## src/rtl/pse_pkg.sv

```systemverilog
// ----------------------------------------------------------------------------
// pse_pkg
// Shared types and codes of the postfix stack evaluator: opcodes, status
// codes and the command and status bundles between controller and datapath.
// ----------------------------------------------------------------------------
package pse_pkg;

  localparam int unsigned DataWidth = 32;

  typedef logic [2:0] opcode_t;
  typedef logic [1:0] status_t;

  localparam opcode_t OP_PUSH   = 3'd0;
  localparam opcode_t OP_ADD    = 3'd1;
  localparam opcode_t OP_SUB    = 3'd2;
  localparam opcode_t OP_MUL    = 3'd3;
  localparam opcode_t OP_DIV    = 3'd4;
  localparam opcode_t OP_FINISH = 3'd5;

  localparam status_t ST_OK        = 2'd0;
  localparam status_t ST_OVERFLOW  = 2'd1;
  localparam status_t ST_UNDERFLOW = 2'd2;
  localparam status_t ST_DIVZERO   = 2'd3;

  typedef struct packed {
    logic    load;
    logic    push;
    logic    rd;
    logic    fin_pop;
    logic    calc;
    logic    div_start;
    logic    div_take;
    logic    commit;
    logic    set_status;
    status_t status;
    logic    out_load;
  } cmd_t;

  typedef struct packed {
    opcode_t opcode;
    logic    empty;
    logic    below_two;
    logic    full;
    logic    top_zero;
    logic    div_done;
    logic    out_free;
  } sts_t;

endpackage

```

## src/rtl/pse_ctrl.sv

```systemverilog
// ----------------------------------------------------------------------------
// pse_ctrl
// Controller of the postfix stack evaluator: sequences one request at a time
// through decode, operand read, arithmetic, stack update and result hand-off.
// ----------------------------------------------------------------------------
module pse_ctrl (
  input  logic          clk_i,
  input  logic          rst_ni,
  input  logic          in_valid_i,
  output logic          in_ready_o,
  input  pse_pkg::sts_t sts_i,
  output pse_pkg::cmd_t cmd_o
);
  import pse_pkg::*;

  typedef enum logic [5:0] {
    S_IDLE   = 6'b000001,
    S_DECODE = 6'b000010,
    S_READ   = 6'b000100,
    S_DIV    = 6'b001000,
    S_COMMIT = 6'b010000,
    S_RESULT = 6'b100000
  } state_e;

  state_e state_q;
  state_e state_d;
  cmd_t   cmd;

  always_comb begin
    state_d    = state_q;
    cmd        = '0;
    in_ready_o = 1'b0;
    unique case (state_q)
      S_IDLE: begin
        in_ready_o = 1'b1;
        if (in_valid_i) begin
          cmd.load = 1'b1;
          state_d  = S_DECODE;
        end
      end
      S_DECODE: begin
        state_d = S_RESULT;
        unique case (sts_i.opcode) inside
          OP_PUSH: begin
            if (sts_i.full) begin
              cmd.set_status = 1'b1;
              cmd.status     = ST_OVERFLOW;
            end else begin
              cmd.push = 1'b1;
            end
          end
          OP_ADD, OP_SUB, OP_MUL, OP_DIV: begin
            if (sts_i.below_two) begin
              cmd.set_status = 1'b1;
              cmd.status     = ST_UNDERFLOW;
            end else if ((sts_i.opcode == OP_DIV) && sts_i.top_zero) begin
              cmd.set_status = 1'b1;
              cmd.status     = ST_DIVZERO;
            end else begin
              cmd.rd  = 1'b1;
              state_d = S_READ;
            end
          end
          OP_FINISH: begin
            if (sts_i.empty) begin
              cmd.set_status = 1'b1;
              cmd.status     = ST_UNDERFLOW;
            end else if (sts_i.below_two) begin
              cmd.fin_pop = 1'b1;
            end else begin
              cmd.rd  = 1'b1;
              state_d = S_READ;
            end
          end
          default: begin
          end
        endcase
      end
      S_READ: begin
        if (sts_i.opcode == OP_FINISH) begin
          cmd.fin_pop = 1'b1;
          state_d     = S_RESULT;
        end else if (sts_i.opcode == OP_DIV) begin
          cmd.div_start = 1'b1;
          state_d       = S_DIV;
        end else begin
          cmd.calc = 1'b1;
          state_d  = S_COMMIT;
        end
      end
      S_DIV: begin
        if (sts_i.div_done) begin
          cmd.div_take = 1'b1;
          state_d      = S_COMMIT;
        end
      end
      S_COMMIT: begin
        cmd.commit = 1'b1;
        state_d    = S_RESULT;
      end
      S_RESULT: begin
        if (sts_i.out_free) begin
          cmd.out_load = 1'b1;
          state_d      = S_IDLE;
        end
      end
      default: begin
        state_d = S_IDLE;
      end
    endcase
  end

  always_ff @(posedge clk_i or negedge rst_ni) begin
    if (!rst_ni) begin
      state_q <= S_IDLE;
    end else begin
      state_q <= state_d;
    end
  end

  assign cmd_o = cmd;

endmodule

```

## config.mk

```make
export PLATFORM = sky130hd
export DESIGN_NAME = pse_ctrl
export DESIGN_NICKNAME = d
export VERILOG_FILES = /design/src/rtl/pse_pkg.sv /design/src/rtl/pse_ctrl.sv
export SDC_FILE = /design/constraint.sdc
export NUM_CORES = 1
export LEC_CHECK = 0
export ABC_AREA = 0
export BUFFER_PORTS_ARGS = -buffer_cell sky130_fd_sc_hd__clkbuf_2
export CAP_MARGIN = 20
export CORE_AREA = 2 2 39 41
export CTS_CLUSTER_DIAMETER = 50
export DETAILED_ROUTE_END_ITERATION = 10
export DIE_AREA = 0 0 41 43
export HOLD_SLACK_MARGIN = 0.03
export PLACE_DENSITY = 0.69
export RECOVER_POWER = 100
export SYNTH_ARGS = -nofsm -noshare
export SYNTH_HDL_FRONTEND = slang
export SYNTH_SLANG_ARGS = --single-unit
```

## constraint.sdc

```tcl
create_clock -name clk_i -period 3.27 [get_ports clk_i]
set_clock_uncertainty 0.05 [all_clocks]
set_input_delay 0.654 -clock clk_i [delete_from_list [all_inputs] [get_ports clk_i]]
set_output_delay 0.654 -clock clk_i [all_outputs]
set_load 0.02 [all_outputs]
```

# == Yosys cells after proc, flatten, opt, wreduce, memory -nomap -nowiden ==
# Index checks and enable logic that the tools add are counted.
# word_totals
reg_bits,6
latchBits,0
ramBits,0
rom_bits,0
input_bits,12
output_inout_bits,13
wordCells,60
n_memories,0
# classes
add_sub_neg,0
n_mul,0
n_div,0
order_cmp,0
eq_ne,14
shift,0
mux,41
bitwise_logic,0
n_reduce_logical,4
# ops
cell,n
2-to-1 mux 6 bit,8
one-hot mux 6 bit (6 select lines),1
2-to-1 mux 1 bit,18
2-to-1 mux 3 bit,5
one-hot mux 6 bit (2 select lines),1
one-hot mux 3 bit (3 select lines),1
2-to-1 mux 2 bit,4
"equality test 3 x 2 -> 1 bit, second input constant",2
"equality test 3 bit, second input constant",2
"equality test 6 x 1 -> 1 bit, second input constant",1
"equality test 6 x 2 -> 1 bit, second input constant",1
"equality test 6 x 3 -> 1 bit, second input constant",1
"equality test 6 x 4 -> 1 bit, second input constant",1
"equality test 6 x 5 -> 1 bit, second input constant",1
"equality test 6 bit, second input constant",1
"!= test 2 bit, second input constant",3
2-to-1 mux 5 bit,1
one-hot mux 1 bit (2 select lines),2
OR reduction 4 bit,1
"equality test 3 x 1 -> 1 bit, second input constant",1
zero test 3 bit,1
AND reduction 3 bit,1
logical AND 1 bit,1

# == Depth between registers and ports, before layout ==
# Gate-level depths: netlist of run 1.
# logic_depth
depth_word,6
ltp_mapped,5
depth_no_buf,4

# == Least setup slack after synthesis of run 1 ==
# OpenSTA, ideal clock, no wires.
# synth_path
path_kind,reg2out
startpoint,reg state_q[0]
endpoint,out cmd_o[11] in the netlist's numbering
arrival_ns,1.661
slack_ns,0.905
path_stages_with_launch,3
cell_sequence,dfstp_2 > or4b_1 > nor4_1
# synth_lines
element,line,text
from (decl),pse_ctrl.sv:25,state_e state_q;
from (signal assigned),pse_ctrl.sv:117,state_q <= state_d;
to (decl),pse_ctrl.sv:12,output pse_pkg::cmd_t cmd_o

==> results_dict.tcl, run 1 <==
set metrics [dict create \
    outcome "finished clean" \
    startpoint_type "flip-flop" \
    syn_nets 79 \
    top_register "state_q" \
    cts_hold_buf 0 \
    fin_crit_sh 0.836 \
    place_hpwl_um 990 \
    ys_seq_area_frac 0.285 \
    syn_to_final_growth_pct 21.9 \
    max-vdd-ir-drop_v 0.000230 \
    syn-cell-area_um2 532 \
    final_net_count 105 \
    core_area_mm2 0.00138 \
    rsz0062_at_grt "no" \
    clkTransAtPathRegs_ns 0.05 \
    fin_worst_hold_slack_ns 0.215 \
    cp.arrival_ns 2.03 \
    track_usage 0.173 \
    min_period_ns 2.73 \
    ys_types 32 \
    reg_top3 "state_q: 6 flops" \
    ios 25 \
    die_y_um 43 \
    ys_seq_elements 6 \
    timing.fmax_mhz 366 \
    maxSlewHeadroom 0.725 \
    hold_class "input port to asynchronous set/reset pin" \
    antennaDiodeCount 0 \
    post_cts_buffers 0 \
    r2r_setup_slack_ns 1.41 \
    grt_overflow 0 \
    wl_per_cell_um 11.9 \
    power_leakage_uw 0.000281 \
    cts_htree_levels 1 \
    grt_max_degree 10 \
    drv_slew 0 \
    fin_setup_tns_ns 0 \
    finalSetupViolations 0 \
    cp-end-kind "output port" \
    largest_reg_flops 6 \
    routed_wl_um 1290 \
    path_class "flip-flop to output port" \
    numClockSinks 6 \
    num-fill-cells 149 \
    drc 0 \
    vias 598 \
    required_ns 2.57 \
    r2r_end "state_q[5]$_DFFE_PN0P_" \
    cts_buffer_depth 2 \
    worstSetupEndpoint "cmd_o[8]" \
    viasPerCell 5.54 \
    cpPeakStageDelay_ns 0.45 \
    critical_path.startpoint "state_q[3]$_DFFE_PN0P_" \
    critical_path.max_fanout 9 \
    cp_cell_sequence "nor3_1 > nand3b_1 > or3_1 > a21oi_1 > clkbuf_1" \
    cts_resized 0 \
    finalHoldViolCount 0 \
    cts_made_buffers 3 \
    critPathSlowestCell "dfrtp_1" \
    tritoncts "done" \
    dieArea_mm2 0.00176 \
    grt_pass1_vias 516 \
    root_buffer "clkbuf_4" \
    worst_pin_slew_ns 0.409 \
    powerDensity_mw_per_mm2 535 \
    initialDrtViolationCount 13 \
    grt_antenna_before_repair 0 \
    drive_gt1_frac 0.152 \
    place_congestion 0.740 \
    antenna_left 0 \
    cap_violations 0 \
    die_x_um 41 \
    portBuffers 24 \
    synth_warnings 0 \
    grt_first_pass_wirelength_um 2080 \
    insertion_delay_ns 0.25 \
    synth.avg_cell_area_um2 7.94 \
    rr_startpoint "state_q[1]$_DFFE_PN0P_" \
    reg2reg_depth 4 \
    start_util 0.384 \
    drtPass1Iterations 4 \
    num_rows 14 \
    syn_inst 67 \
]
Yosys cell counts (all sizes together):
library cell  instances  area (µm²)
nor2b                 8        50.1
o311ai                1        8.76
nor3                  3        15.0
and4b                 1        10.0
nor2                  6        22.5
and3                  1        6.26
o31ai                 1        7.51
or4b                  2        23.8
or2                   2        12.5
nor4                  5        31.3
dfrtp                 5         125
o211ai                1        12.5
or4                   1        7.51
nand2                 4        15.0
a221oi                1        8.76
clkbuf                1        3.75
buf                   2        18.8
or3                   1        6.26
nand2b                1        6.26
o21bai                2        15.0
a31oi                 1        6.26
dfstp                 1        26.3
and2b                 1        7.51
inv                   3        11.3
o21ai                 3        15.0
a21oi                 4        20.0
a211o                 1        8.76
nor3b                 1        7.51
o21a                  1        7.51
nand3b                2        15.0
worst max-delay path: cells and delay by family, from the launching register on:
family / cells / cell delay [ns]
flip-flops: 1 / 0.45
AND/OR/NAND/NOR: 3 / 0.90
AO/OA/AOI/OAI: 1 / 0.18
buffers and inverters: 1 / 0.25
routing by layer:
layer | GRT usage | routed length, µm
met5 | 0 | 0
met4 | 0.100 | 0
met3 | 0.0314 | 64
met2 | 0.272 | 683
met1 | 0.207 | 537
metrics by stage:
stage                util  instances  total power [µW]  area (µm²)  setup WS, ns
finish              0.468        108               347         648         0.536
global route        0.468        108               378         648         0.383
CTS                 0.488        108               361         676         0.570
detailed placement  0.469        104               284         649         0.889
global placement    0.469        104               281         649         0.914
floorplan               -         67               235         532         0.905
area by class of cell:
cell class,instances,area (µm²),share of cell area
multi-input combinational,55,338,0.521
tap,16,20.0,0.0309
sequential,6,151,0.234
clock buffer,4,26.3,0.0405
inverter,3,11.3,0.0174
timing repair buffer,24,101,0.156
where the power goes:
part | total [µW] | internal (µW) | switching [µW] | leakage [µW]
registers | 119 | 93.1 | 26.1 | 0.0000783
clock network | 73.4 | 46.2 | 27.2 | 0.0000150
logic | 154 | 63.0 | 91.2 | 0.000188
cell families (layout without fill, tap and decap cells):
| family | Yosys count | in the layout | share of synthesized area |
|---|---|---|---|
| simple gates | 39 | 39 | 0.445 |
| compound gates | 16 | 16 | 0.207 |
| buf+inv | 6 | 31 | 0.0635 |
| flops | 6 | 6 | 0.285 |
worst min path at each step:
stage,depth (start not counted),end,start
6_report,1,state_q[2]$_DFFE_PN0P_,rst_ni
5_1_grt,1,state_q[2]$_DFFE_PN0P_,rst_ni
4_1_cts,1,state_q[2]$_DFFE_PN0P_,rst_ni
3_5_place_dp,1,state_q[1]$_DFFE_PN0P_,rst_ni
3_3_place_gp,1,state_q[1]$_DFFE_PN0P_,rst_ni
2_1_floorplan,0,state_q[1]$_DFFE_PN0P_,rst_ni
layout by cell type (no fill, tap or decap), types with 2 or more instances in the layout:
master and instances:
a21oi_1 4, clkbuf_1 16, clkbuf_2 9, clkbuf_4 3
dfrtp_1 5, inv_1 3, nand2_1 4, nand3b_1 2
nor2_1 6, nor2b_1 8, nor3_1 3, nor4_1 5
o21ai_0 3, o21bai_1 2, or2_2 2, or4b_1 2
Power figures use the tool's default switching activity.
==> inputs of run 2 (changes only) <==
Settings changed: CORE_AREA 2 2 39 41 to default, CORE_MARGIN from default to 2, CORE_UTILIZATION from default to 39, DIE_AREA 0 0 41 43 to default, PLACE_DENSITY 0.69 to 0.71.
Clock period 3.27 ns to 2.3 ns, I/O delays scaled along.
==> run 2 against run 1 <==
Compared with the run above:
- total power grew 53%
- sequential cell count is the same
- die area shrank 5.0%
- count of clock-buffer cells in the layout is the same
- global-route usage grew 0.88 points
- sequential power grew 49%
- non-clock buffer count grew 3
- combinational power grew 60%
- worst hold slack gained 0.16 ns
- register-to-register slack lost 0.95 ns
- clock power grew 46%
- via count shrank 1.5%
- largest power group unchanged
==> results_dict.tcl, run 2 (synthesized netlist as in run 1, its figures left out) <==
set metrics [dict create \
    finalHoldViolCount 0 \
    holdPathEnd "state_q[3]$_DFFE_PN0P_" \
    gr-max-usage-layer "met2" \
    intPower_uw 315 \
    antenna_left 0 \
    clockPowerShare 0.201 \
    min_period_ns 2.23 \
    power_frac_comb 0.465 \
    critPathSlowestCell "dfstp_2" \
    cap_violations 0 \
    max-vdd-ir-drop_v 0.000336 \
    final_common_cell "clkbuf_2" \
    cts_made_buffers 3 \
    initialDrtViolationCount 5 \
    cts_htree_levels 1 \
    maxSlewHeadroom 0.767 \
    drv_slew 0 \
    cp_cell_sequence "or4b_1 > nor3_1 > buf_2" \
    placed_area_um2 663 \
    ios 25 \
    post_cts_buffers 0 \
    hold_class "input port to flip-flop" \
    hp-start "sts_i[1]" \
    drive_gt1_frac 0.368 \
    power_leakage_uw 0.000348 \
    track_usage 0.182 \
    rsz0062_at_grt "yes" \
    place_congestion 0.768 \
    portBuffers 24 \
    reg2reg_depth 4 \
    cp-end-kind "output port" \
    grtUsageMet1 0.231 \
    cp.arrival_ns 1.72 \
    num_rows 13 \
    antennaDiodeCount 0 \
    finalSetupViolations 0 \
    cpPeakStageDelay_ns 0.59 \
    rr_startpoint "state_q[1]$_DFFE_PN0P_" \
    met2_usage 0.273 \
    p_sw_uw 217 \
    start_util 0.414 \
    grt_first_pass_wirelength_um 1950 \
    drtPass1Iterations 4 \
    post-route-util 0.552 \
    tritoncts "done" \
    place_hpwl_um 983 \
    dieArea_mm2 0.00167 \
    required_ns 1.79 \
    whs_path_depth 2 \
    syn_to_final_growth_pct 33.4 \
    layout_common_cells "19 x clkbuf_2, 8 x nor2b_1, 6 x nor2_1" \
    fin_crit_sh 0.968 \
    numClockSinks 6 \
    final_net_count 108 \
    largest_reg_flops 6 \
    wl_per_cell_um 11.5 \
    powerDensity_mw_per_mm2 749 \
    clkTransAtPathRegs_ns 0.06 \
    routed_wl_um 1260 \
    p_seq_frac 0.333 \
    insertion_delay_ns 0.25 \
    core_area_mm2 0.00128 \
    swShare 0.408 \
    drc 0 \
    finalInstanceArea_um2 709 \
    timing.fmax_mhz 449 \
    grt_antenna_before_repair 0 \
    r2r_setup_slack_ns 0.46 \
    grt_max_degree 10 \
    root_buffer "clkbuf_4" \
    p_total_uw 531 \
    path_class "flip-flop to output port" \
    grt_overflow 0 \
    startpoint_type "flip-flop" \
    vias 589 \
    outcome "finished clean" \
    grt_pass1_vias 461 \
    reg_top3 "state_q: 6 flops" \
    r2r_end "state_q[5]$_DFFE_PN0P_" \
    critical_path.max_fanout 7 \
    viasPerCell 5.35 \
    dp_slack_ns 0.303 \
    worst_pin_slew_ns 0.345 \
    grtUsageMet3 0.0489 \
    cts_buffer_depth 2 \
    die_x_um 40.9 \
    setup_slack_ns 0.0731 \
    die_y_um 40.9 \
    top_register "state_q" \
]
-- run 2: worst max-delay path, delay by kind of cell (launching register included) --
kind                   cells  cell delay, ns
buffers and inverters      1            0.20
AND/OR/NAND/NOR            2            0.69
flip-flops                 1            0.59
-- run 2: layout make-up --
cell class              instances  area (µm²)
inverters                       3        11.3
multi-input cells              55         358
clock buffers                   4        26.3
fillers                       132         576
well taps                      15        18.8
repair buffers                 27         143
flip-flops and latches          6         153
-- run 2: how the worst max path moves through the flow --
stage,start,to,cells after the start
after floorplan,state_q[0]$_DFFE_PN1P_,cmd_o[11],2
after global placement,state_q[3]$_DFFE_PN0P_,cmd_o[8],5
after detailed placement,state_q[3]$_DFFE_PN0P_,cmd_o[8],5
after CTS,state_q[3]$_DFFE_PN0P_,cmd_o[8],5
after global routing,state_q[3]$_DFFE_PN0P_,cmd_o[8],5
final,state_q[0]$_DFFE_PN1P_,in_ready_o,3
-- run 2: power by group through the flow --
stage | Combinational, µW | Sequential [µW] | Clock, µW
floorplan | 175 | 159 | 0
global placement | 237 | 171 | 0
detailed placement | 238 | 172 | 0
CTS | 241 | 172 | 111
global route | 274 | 183 | 118
finish | 247 | 177 | 107
-- run 2: metrics by stage --
stage / hold slack (ns) / TNS (ns) / instances
after floorplan: 0.114 / 0 / 67
after global placement: 0.240 / 0 / 105
after detailed placement: 0.239 / 0 / 105
after CTS: 0.376 / 0 / 110
after global routing: 0.394 / -0.0423 / 110
final: 0.379 / 0 / 110
-- run 2: repair_timing --
action                     in CTS  in global routing
resized for setup               0                  6
hold buffers                    1                  0
hold endpoints to repair        5                  0
setup endpoints to repair       0                  6
-- run 2: per-layer routing --
| metal | routed length, µm | vias to the layer above |
|---|---|---|
| met4 | 17 | 0 |
| met3 | 113 | 3 |
| met2 | 560 | 25 |
| met5 | 0 | - |
| li1 | - | 306 |
| met1 | 574 | 255 |
